--- src/hw/rtl/round_robin_thread_scheduler_assert.svh ---
// Assertion macros shared by the scheduler modules.
// Expects signals named clk and rst in the module that uses them.
`ifndef ROUND_ROBIN_THREAD_SCHEDULER_ASSERT_SVH
`define ROUND_ROBIN_THREAD_SCHEDULER_ASSERT_SVH

// same-cycle implication, checked out of reset
`define RRTS_ASSERT_NOW(label, ante, cons, msg) \
  label: assert property (@(posedge clk) disable iff (rst) (ante) |-> (cons)) \
    else $error(msg);

// next-cycle implication, checked out of reset
`define RRTS_ASSERT_NEXT(label, ante, cons, msg) \
  label: assert property (@(posedge clk) disable iff (rst) (ante) |=> (cons)) \
    else $error(msg);

`endif

--- src/hw/rtl/rrts_pkg.sv ---
// Shared types and constants of the round-robin thread scheduler.
// No dependencies.
package rrts_pkg;

  localparam int unsigned MAX_TASKS = 16;
  localparam int unsigned TASK_W    = 4;
  localparam int unsigned IDX_W     = (MAX_TASKS > 1) ? $clog2(MAX_TASKS) : 1;
  localparam int unsigned COUNT_W   = $clog2(MAX_TASKS + 1);
  localparam int unsigned SUM_W     = COUNT_W + 1;

  typedef enum logic [2:0] {
    ACT_INIT    = 3'd0,
    ACT_START   = 3'd1,
    ACT_YIELD   = 3'd2,
    ACT_BLOCK   = 3'd3,
    ACT_UNBLOCK = 3'd4
  } action_t;

  typedef enum logic [2:0] {
    ST_NONE    = 3'd0,
    ST_RUNNING = 3'd1,
    ST_READY   = 3'd2,
    ST_BLOCKED = 3'd3,
    ST_WAITING = 3'd4,
    ST_HANGING = 3'd5
  } status_t;

  typedef enum logic [1:0] {
    ERR_OK     = 2'd0,
    ERR_EMPTY  = 2'd1,
    ERR_STATUS = 2'd2,
    ERR_QUEUED = 2'd3
  } err_t;

  localparam logic [1:0] KIND_MAX = 2'd2;

  typedef struct packed {
    logic [2:0]        action;
    logic [TASK_W-1:0] task_id;
    logic [1:0]        block_kind;
  } act_item_t;

  typedef struct packed {
    logic [TASK_W-1:0] running_task;
    logic              switched;
    logic [1:0]        error_code;
  } res_item_t;

  // controller -> datapath
  typedef struct packed {
    logic load;
    logic eval;
    logic disp;
    logic publish;
  } ctl_cmd_t;

  // datapath -> controller
  typedef struct packed {
    logic need_disp;
  } dp_sts_t;

endpackage

--- src/hw/rtl/rrts_ctrl.sv ---
// Sequencer of the thread scheduler: load, evaluate, dispatch, publish.
// Depends on rrts_pkg and round_robin_thread_scheduler_assert.svh.
`include "round_robin_thread_scheduler_assert.svh"

module rrts_ctrl (
  input  logic               clk,
  input  logic               rst,
  input  logic               act_valid,
  output logic               act_stall,
  output logic               res_valid,
  input  logic               res_stall,
  output rrts_pkg::ctl_cmd_t ctl,
  input  rrts_pkg::dp_sts_t  sts
);

  typedef enum logic [3:0] {
    S_IDLE = 4'b0001,
    S_EVAL = 4'b0010,
    S_DISP = 4'b0100,
    S_DONE = 4'b1000
  } state_t;

  state_t state, state_next;
  logic   out_free;

  assign act_stall = (state != S_IDLE);
  assign out_free  = !res_valid || !res_stall;

  always_comb begin
    ctl.load    = (state == S_IDLE) && act_valid;
    ctl.eval    = (state == S_EVAL);
    ctl.disp    = (state == S_DISP);
    ctl.publish = (state == S_DONE) && out_free;
  end

  always_comb begin
    state_next = state;
    unique case (state)
      S_IDLE: if (act_valid) state_next = S_EVAL;
      S_EVAL: state_next = sts.need_disp ? S_DISP : S_DONE;
      S_DISP: state_next = S_DONE;
      S_DONE: if (out_free) state_next = S_IDLE;
      default: state_next = S_IDLE;
    endcase
  end

  always_ff @(posedge clk) begin
    if (rst) begin
      state     <= S_IDLE;
      res_valid <= 1'b0;
    end else begin
      state <= state_next;
      if (ctl.publish) begin
        res_valid <= 1'b1;
      end else if (!res_stall) begin
        res_valid <= 1'b0;
      end
    end
  end

  `RRTS_ASSERT_NEXT(a_accept_starts_eval, act_valid && !act_stall, state == S_EVAL, "accept did not start evaluation")
  `RRTS_ASSERT_NEXT(a_publish_shows_result, ctl.publish, res_valid, "published result not shown")
  `RRTS_ASSERT_NEXT(a_done_waits_on_stall, (state == S_DONE) && res_valid && res_stall, state == S_DONE, "result overwritten while stalled")

endmodule

--- src/hw/rtl/rrts_dp.sv ---
// Datapath of the thread scheduler: status memory, ready ring, pointers, result.
// Depends on rrts_pkg and round_robin_thread_scheduler_assert.svh.
`include "round_robin_thread_scheduler_assert.svh"

module rrts_dp (
  input  logic                clk,
  input  logic                rst,
  input  rrts_pkg::ctl_cmd_t  ctl,
  output rrts_pkg::dp_sts_t   sts,
  input  rrts_pkg::act_item_t act_item,
  output rrts_pkg::res_item_t res_item
);

  localparam int unsigned N = rrts_pkg::MAX_TASKS;

  // status memory, valid bits give the all-none reset
  rrts_pkg::status_t                 status_mem [N];
  logic [N-1:0]                      status_vld;
  rrts_pkg::status_t                 status_rd;
  logic                              status_rd_vld;
  // ready ring, contents undefined until written
  logic [rrts_pkg::TASK_W-1:0]       ring_mem [N];
  logic [rrts_pkg::TASK_W-1:0]       ring_rd;

  logic [rrts_pkg::IDX_W-1:0]        head, head_next, head_inc, head_dec, tail_ptr;
  logic [rrts_pkg::COUNT_W-1:0]      count, count_next;
  logic [rrts_pkg::TASK_W-1:0]       current, cur_next, nxt_task;
  logic [N-1:0]                      queued, queued_next;
  logic [rrts_pkg::IDX_W-1:0]        disp_idx;
  rrts_pkg::act_item_t               item;
  rrts_pkg::res_item_t               result;

  logic [rrts_pkg::SUM_W-1:0]        tail_sum;
  logic [rrts_pkg::IDX_W-1:0]        cur_idx, id_idx, nxt_idx, rd_idx;
  rrts_pkg::status_t                 st;
  logic                              id_ok, id_q, cur_q, full, run, st_blk;

  rrts_pkg::err_t                    err;
  logic                              sw;
  logic                              st_we, rg_we, set_en, clr_en, need_disp;
  logic [rrts_pkg::IDX_W-1:0]        st_waddr, rg_waddr, set_idx, clr_idx;
  rrts_pkg::status_t                 st_wdata;
  logic [rrts_pkg::TASK_W-1:0]       rg_wdata;

  logic                              mem_we;
  logic [rrts_pkg::IDX_W-1:0]        mem_waddr;
  rrts_pkg::status_t                 mem_wdata;

  assign cur_idx = rrts_pkg::IDX_W'(current);
  assign id_idx  = rrts_pkg::IDX_W'(item.task_id);
  assign nxt_idx = rrts_pkg::IDX_W'(nxt_task);
  assign rd_idx  = ((act_item.action == rrts_pkg::ACT_YIELD) ||
                    (act_item.action == rrts_pkg::ACT_BLOCK)) ? cur_idx
                   : rrts_pkg::IDX_W'(act_item.task_id);

  // ring pointer arithmetic with wrap at N
  assign tail_sum = rrts_pkg::SUM_W'(head) + rrts_pkg::SUM_W'(count);
  assign tail_ptr = (tail_sum >= rrts_pkg::SUM_W'(N))
                    ? rrts_pkg::IDX_W'(tail_sum - rrts_pkg::SUM_W'(N))
                    : rrts_pkg::IDX_W'(tail_sum);
  assign head_inc = (head == rrts_pkg::IDX_W'(N - 1)) ? '0 : head + 1'b1;
  assign head_dec = (head == '0) ? rrts_pkg::IDX_W'(N - 1) : head - 1'b1;

  assign st     = status_rd_vld ? status_rd : rrts_pkg::ST_NONE;
  assign id_ok  = (32'(item.task_id) < N);
  assign id_q   = queued[id_idx];
  assign cur_q  = queued[cur_idx];
  assign full   = (count == rrts_pkg::COUNT_W'(N));
  assign run    = (st == rrts_pkg::ST_RUNNING);
  assign st_blk = (st == rrts_pkg::ST_BLOCKED) || (st == rrts_pkg::ST_WAITING) ||
                  (st == rrts_pkg::ST_HANGING);
  // ring empty before a yield append: the appended task is the new head
  assign nxt_task = (count == '0) ? current : ring_rd;

  always_comb begin
    err        = rrts_pkg::ERR_OK;
    sw         = 1'b0;
    cur_next   = current;
    st_we      = 1'b0;
    st_waddr   = cur_idx;
    st_wdata   = rrts_pkg::ST_NONE;
    rg_we      = 1'b0;
    rg_waddr   = tail_ptr;
    rg_wdata   = item.task_id;
    head_next  = head;
    count_next = count;
    set_en     = 1'b0;
    set_idx    = id_idx;
    clr_en     = 1'b0;
    clr_idx    = nxt_idx;
    need_disp  = 1'b0;
    unique case (item.action)
      rrts_pkg::ACT_INIT: begin
        if (!id_ok) begin
          err = rrts_pkg::ERR_STATUS;
        end else if (id_q) begin
          err = rrts_pkg::ERR_QUEUED;
        end else begin
          st_we    = 1'b1;
          st_waddr = id_idx;
          st_wdata = rrts_pkg::ST_RUNNING;
          cur_next = item.task_id;
        end
      end
      rrts_pkg::ACT_START: begin
        if (!id_ok) begin
          err = rrts_pkg::ERR_STATUS;
        end else if (id_q || full) begin
          err = rrts_pkg::ERR_QUEUED;
        end else begin
          st_we      = 1'b1;
          st_waddr   = id_idx;
          st_wdata   = (item.task_id == current) ? rrts_pkg::ST_RUNNING : rrts_pkg::ST_READY;
          rg_we      = 1'b1;
          count_next = count + 1'b1;
          set_en     = 1'b1;
        end
      end
      rrts_pkg::ACT_YIELD: begin
        if (run && (cur_q || full)) begin
          err = rrts_pkg::ERR_QUEUED;
        end else if (!run && (count == '0)) begin
          err = rrts_pkg::ERR_EMPTY;
        end else begin
          if (run) begin
            // requeue current as ready, the new head is marked running next cycle
            rg_we     = 1'b1;
            rg_wdata  = current;
            set_en    = 1'b1;
            set_idx   = cur_idx;
            st_we     = 1'b1;
            st_waddr  = cur_idx;
            st_wdata  = rrts_pkg::ST_READY;
            need_disp = 1'b1;
          end else begin
            st_we    = 1'b1;
            st_waddr = nxt_idx;
            st_wdata = rrts_pkg::ST_RUNNING;
          end
          head_next  = head_inc;
          count_next = run ? count : count - 1'b1;
          clr_en     = 1'b1;
          cur_next   = nxt_task;
          sw         = (nxt_task != current);
        end
      end
      rrts_pkg::ACT_BLOCK: begin
        if (item.block_kind > rrts_pkg::KIND_MAX) begin
          err = rrts_pkg::ERR_STATUS;
        end else if (count == '0) begin
          err = rrts_pkg::ERR_EMPTY;
        end else begin
          st_we      = 1'b1;
          st_waddr   = cur_idx;
          st_wdata   = rrts_pkg::status_t'(rrts_pkg::ST_BLOCKED + 3'(item.block_kind));
          need_disp  = 1'b1;
          head_next  = head_inc;
          count_next = count - 1'b1;
          clr_en     = 1'b1;
          cur_next   = nxt_task;
          sw         = (nxt_task != current);
        end
      end
      rrts_pkg::ACT_UNBLOCK: begin
        if (!id_ok || !st_blk) begin
          err = rrts_pkg::ERR_STATUS;
        end else if (id_q || full) begin
          err = rrts_pkg::ERR_QUEUED;
        end else begin
          head_next  = head_dec;
          rg_we      = 1'b1;
          rg_waddr   = head_dec;
          count_next = count + 1'b1;
          st_we      = 1'b1;
          st_waddr   = id_idx;
          st_wdata   = rrts_pkg::ST_READY;
          set_en     = 1'b1;
        end
      end
      default: ;
    endcase
  end

  // clear after set: a requeued task popped at once leaves the ring
  always_comb begin
    queued_next = queued;
    if (set_en) begin
      queued_next[set_idx] = 1'b1;
    end
    if (clr_en) begin
      queued_next[clr_idx] = 1'b0;
    end
  end

  assign sts.need_disp = need_disp;

  // single write port on the status memory, dispatch owns it in its own cycle
  assign mem_we    = (ctl.eval && st_we) || ctl.disp;
  assign mem_waddr = ctl.disp ? disp_idx : st_waddr;
  assign mem_wdata = ctl.disp ? rrts_pkg::ST_RUNNING : st_wdata;

  always_ff @(posedge clk) begin
    if (mem_we) begin
      status_mem[mem_waddr] <= mem_wdata;
    end
    if (ctl.load) begin
      status_rd <= status_mem[rd_idx];
    end
  end

  always_ff @(posedge clk) begin
    if (ctl.eval && rg_we) begin
      ring_mem[rg_waddr] <= rg_wdata;
    end
    if (ctl.load) begin
      ring_rd <= ring_mem[head];
    end
  end

  always_ff @(posedge clk) begin
    if (rst) begin
      status_vld    <= '0;
      status_rd_vld <= 1'b0;
      queued        <= '0;
      head          <= '0;
      count         <= '0;
      current       <= '0;
    end else begin
      if (mem_we) begin
        status_vld[mem_waddr] <= 1'b1;
      end
      if (ctl.load) begin
        status_rd_vld <= status_vld[rd_idx];
      end
      if (ctl.eval) begin
        head    <= head_next;
        count   <= count_next;
        current <= cur_next;
        queued  <= queued_next;
      end
    end
  end

  always_ff @(posedge clk) begin
    if (ctl.load) begin
      item <= act_item;
    end
    if (ctl.eval) begin
      disp_idx            <= nxt_idx;
      result.running_task <= cur_next;
      result.switched     <= sw;
      result.error_code   <= err;
    end
    if (ctl.publish) begin
      res_item <= result;
    end
  end

  `RRTS_ASSERT_NOW(a_count_range, 1'b1, count <= rrts_pkg::COUNT_W'(N), "ring count above depth")
  `RRTS_ASSERT_NOW(a_queued_matches_count, 1'b1, $countones(queued) == 32'(count), "queued set out of step with ring count")
  `RRTS_ASSERT_NOW(a_dispatch_popped, ctl.disp, !queued[disp_idx], "dispatched task still queued")

endmodule

--- src/hw/rtl/round_robin_thread_scheduler.sv ---
// Round-robin thread scheduler, top level.
// Depends on rrts_pkg, rrts_ctrl and rrts_dp.
//
// Usage:
//   Action channel (act_valid / act_stall / act_item): one transfer is one
//   scheduler action (init main task, start, yield, block, unblock).
//   Result channel (res_valid / res_stall / res_item): exactly one transfer
//   per action, carrying the running task, a switch flag and an error code.
//   A failed check returns its error code and leaves all state untouched.
// Timing:
//   The block takes one action at a time. After an action transfer the
//   sequencer steps through evaluate, then dispatch for a yield that
//   requeues the current task and for block, since both write the status
//   memory twice through its single write port, then done, where the result
//   is registered. The next action is taken in the cycle after the result is registered.
// Reset (rst, synchronous): all task status reads as none, ring empty, head
//   and current task zero. No clearing pass; valid bits cover the status.
// Stall: a result held by res_stall keeps the sequencer waiting at its end,
//   and act_stall stays high until the result register frees up.

module round_robin_thread_scheduler (
  input  logic                clk,
  input  logic                rst,
  input  logic                act_valid,
  output logic                act_stall,
  input  rrts_pkg::act_item_t act_item,
  output logic                res_valid,
  input  logic                res_stall,
  output rrts_pkg::res_item_t res_item
);

  rrts_pkg::ctl_cmd_t ctl;
  rrts_pkg::dp_sts_t  sts;

  // sequencer: accepts actions and orders the datapath steps
  rrts_ctrl u_ctrl (
    .clk       (clk),
    .rst       (rst),
    .act_valid (act_valid),
    .act_stall (act_stall),
    .res_valid (res_valid),
    .res_stall (res_stall),
    .ctl       (ctl),
    .sts       (sts)
  );

  // datapath: status memory, ready ring, current task and result register
  rrts_dp u_dp (
    .clk      (clk),
    .rst      (rst),
    .ctl      (ctl),
    .sts      (sts),
    .act_item (act_item),
    .res_item (res_item)
  );

endmodule

--- config.mk ---
export PLATFORM = sky130hd
export DESIGN_NAME = round_robin_thread_scheduler
export DESIGN_NICKNAME = d
export VERILOG_FILES = /design/src/hw/rtl/rrts_pkg.sv /design/src/hw/rtl/rrts_ctrl.sv /design/src/hw/rtl/rrts_dp.sv /design/src/hw/rtl/round_robin_thread_scheduler.sv
export VERILOG_INCLUDE_DIRS = /design/src /design/src/hw/rtl
export SDC_FILE = /design/constraint.sdc
export NUM_CORES = 1
export LEC_CHECK = 0
export BUFFER_PORTS_ARGS = -buffer_cell sky130_fd_sc_hd__buf_2
export CORE_MARGIN = 2
export CORE_UTILIZATION = 45
export DETAILED_ROUTE_END_ITERATION = 8
export PLACE_DENSITY = 0.61
export SLEW_MARGIN = 20
export SYNTH_ARGS = -nofsm -noshare
export SYNTH_HDL_FRONTEND = slang
export SYNTH_HIERARCHICAL = 1
export SYNTH_SLANG_ARGS = --single-unit
--- constraint.sdc ---
create_clock -name clk -period 3.7 [get_ports clk]
set_input_delay 0 -clock clk [delete_from_list [all_inputs] [get_ports clk]]
set_output_delay 0 -clock clk [all_outputs]
set_load 0.01 [all_outputs]
==> summary.md <==
| Metric | Value |
|---|---|
| Status | completed |
| Remaining antenna violation count after routing | 0 |
| Cell count of the worst reg-to-reg path | 8 |
| Clock latency on the worst-skew pair | 0.45 ns |
| Critical Path Slowest Stage Cell | edfxtp_1 |
| Cell Chain, Critical Path | mux2i_1, mux4_2, or2_1, nand2_2, mux2i_1, o32ai_2, or3_1, nor2_1 |
| Commonest non-fill, non-tap cell in the layout | edfxtp_1 |
| Worst-path clk slew | 0.08 ns |
| Core area | 21020 um^2 |
| Seq cells post-synth | 197 |
| Pwr Density | 424.8 nW/um^2 |
| Post-Synthesis Net Count | 789 |
| Routability cong. | 0.9517 |
| Mux contribution to synthesized area | 0.1307 |
| Kind of cell adding the most delay to the critical path | simple AND/OR/NAND/NOR gates |
| Worst-case clock skew | 0.02304 ns |
| Root Driver | clkbuf_16 |
| Most frequent cells in the layout | edfxtp_1, nor2_1, dfxtp_1 |
| Global Route met3 Usage | 0.03303 |
| Asr flop ratio synth | 0 |
| Starting Density | 0.4581 |
| Psw | 1.207 mW |
| Total CTS buffers | 17 |
| H-tree levels | 4 |
| Final Cycle Share | 0.9477 |
| Worst hold slack | 0.07571 ns |
| CTS tree | yes |
| Residual DRC | 0 |
| Met1 Resource Use GR | 0.3351 |
| Flop2flop setup slack | 0.19 ns |
| Routed WL | 24110 um |
| Slew Limit Fails | 0 |
| Post-synthesis compound-gate area fraction | 0.1143 |
| Worst path buffer plus inverter count | 0 |
| Vias in the first global route | 6497 |
| Sequential share of the synthesized area | 0.5613 |
| Worst Path Required | 3.83 ns |
| Worst EP arrival | 3.64 ns |
| Hold path cells | 2 |
| Fillers | 1768 |
| Most used cell, CP | mux2i_1 |
| Min-Delay Startpoint | rst |
| Worst setup SP type | flop |
| Critical R2R Capture | u_dp/status_mem[3][2] |
| DRT iter0 DRCs | 617 |
| Clock power frac | 0.397 |
| Overall Global Routing Usage | 0.2222 |
| CP Class | flop to flop |
| Global-route wire length before repair | 37700 um |
| Slowest stage delay, CP | 0.59 ns |
| R2r startpoint | u_dp/id_idx[2] |
| Worst-margin pin slew | 1.017 ns |
| Yosys warning count | 6 |
| ANT cells | 0 |
| I/O pin count | 22 |
| Number of max-cap violations | 0 |
| Antenna violations before repair | 0 |
| Area grow syn2layout | 13.97% |
| Avg Inst Size Synth | 12.62 um^2 |
| Clock Sinks | 197 |
| Crit path time final | 3.506 ns |
| PortBufs | 21 |
| Synth Instances | 763 |
| Simple-gate share of the synthesized area | 0.1289 |
| Worst setup EP type | flop |
| Design internal power | 3.455 mW |
| Die Wd | 150.3 um |
| EDFF count, synth | 146 |
| Total power | 4.662 mW |
| Combinational share of power | 0.082 |
| Post-DP HPWL | 17360 um |
| Reg power frac | 0.521 |
| # setup viols final | 0 |
| Largest net degree at the start of global routing | 66 |
| DR pass1 iterations | 5 |
| Clock tree buffer depth | 2 |
| DR vias/cell | 6.081 |
| Layout cells sized above 1 | 0.1998 |
| Ys flop type | edfxtp_1 |
| Unique masters post-synth | 76 |
| Max Fclk | 285.2 MHz |
| Switching share of power | 0.2588 |
| GR Overflow Total | 0 |
| Rows | 53 |
| Setup TNS | 0 ns |
| Largest family of logic cells by synthesized area | multiplexers |
| Final Hold Fails | 0 |
| Die Area | 22580 um^2 |
| Synth Area in Adders | 0.01949 |
| VDD IR max | 0.3078 mV |
| Xor/xnor cell area share of the yosys netlist | 0.01546 |
| RSZ-0062 raised after global routing | no |
| CP max FO | 11 |
| Slew headroom | 0.3027 |
| Worst Hold End | u_dp/count[0] |
| Met2 Use GR | 0.3327 |
| Netlist area before placement | 9629 um^2 |
| WL/cell | 21.80 um |
| Vias | 6726 |
| Leakage power total | 3.855 nW |
| Die height | 150.3 um |
| Busiest grt layer | met1 |
| NumNets Final | 844 |
| Hold WC Path Type | primary input to flop |
==> worst max-delay path by stage <==
stage	endpoint	slack, ns	startpoint	depth (start not counted)
final	u_dp/status_mem[3][2]	0.19	u_dp/id_idx[2]	8
after CTS	u_dp/status_mem[3][0]	0.16	u_dp/id_idx[2]	8
after global routing	u_dp/status_mem[3][2]	0.03	u_dp/id_idx[2]	8
after global placement	u_dp/status_mem[3][0]	0.29	u_dp/id_idx[2]	8
after detailed placement	u_dp/status_mem[3][0]	0.16	u_dp/id_idx[2]	8
after floorplan	u_dp/status_mem[0][1]	0.66	u_dp/id_idx[2]	10
==> layout make-up <==
| type | count | area (um^2) | share of cell area |
|---|---|---|---|
| clock buffer | 17 | 425.4 | 0.03876 |
| clock inverter | 15 | 181.4 | 0.01653 |
| inverter | 25 | 93.84 | 0.008551 |
| multi-input combinational | 500 | 3956 | 0.3605 |
| sequential | 197 | 5405 | 0.4925 |
| tap | 275 | 344.1 | 0.03135 |
| timing repair buffer | 77 | 568.0 | 0.05176 |
==> power by group through the flow <==
stage	Sequential, mW	Clock (mW)	Combinational [mW]
finish	2.43	1.85	0.382
global route	2.43	1.98	0.412
CTS	2.43	1.88	0.374
detailed placement	2.48	0	0.362
global placement	2.48	0	0.357
floorplan	2.46	0	0.252
==> sequential cells by signal (all words and copies together), names as in the netlist, 5 cells and up <==
signal and cells:
u_dp/count 5, u_dp/ring_mem 64, u_dp/status_vld 16, u_dp/res_item 7, u_dp/result 7, u_dp/item 5
u_dp/queued 16, u_dp/status_mem 48
==> metal layers <==
metal | vias to the layer above | share of wire
met3 | 29 | 0.066
li1 | 3060 | -
met5 | - | 0
met4 | 0 | 0.017
met1 | 3354 | 0.46
met2 | 283 | 0.46
==> stage by stage <==
step	instance area (um^2)	setup slack, ns	cells	utilization
final	10970	0.1937	1106	0.5221
after global routing	10970	0.02727	1106	0.5221
after CTS	10950	0.1629	1103	0.5209
after detailed placement	10230	0.1644	1060	0.4868
after global placement	10230	0.2931	1060	0.4868
after floorplan	9629	0.6646	763	-
==> synth_stat cells, types with 18 or more instances <==
| cell type | count | share of area |
|---|---|---|
| a21oi_1 | 40 | 0.021 |
| nand2b_1 | 29 | 0.019 |
| mux4_2 | 37 | 0.087 |
| mux2i_1 | 26 | 0.027 |
| clkbuf_1 | 27 | 0.011 |
| edfxtp_1 | 146 | 0.46 |
| nand2_1 | 25 | 0.0097 |
| o21ai_0 | 27 | 0.014 |
| o31ai_1 | 18 | 0.014 |
| dfxtp_1 | 51 | 0.11 |
| nor2_1 | 67 | 0.026 |
| nor3_1 | 31 | 0.016 |
| inv_1 | 22 | 0.0086 |
==> timing repair <==
action | in CTS | in global routing
endpoints found under the setup margin | 0 | 7
hold endpoints to repair | 13 | 0
hold buffers | 11 | 0
gates resized for setup | 0 | 0
buffers inserted | 0 | 3
==> kinds of logic after synthesis <==
logic type	count (synthesis)
simple gates	231
flops	197
compound gates	165
mux	73
buf+inv	66
xor+xnor	17
fa+ha+maj	14
Note: power is estimated with default switching activity, not from simulation.
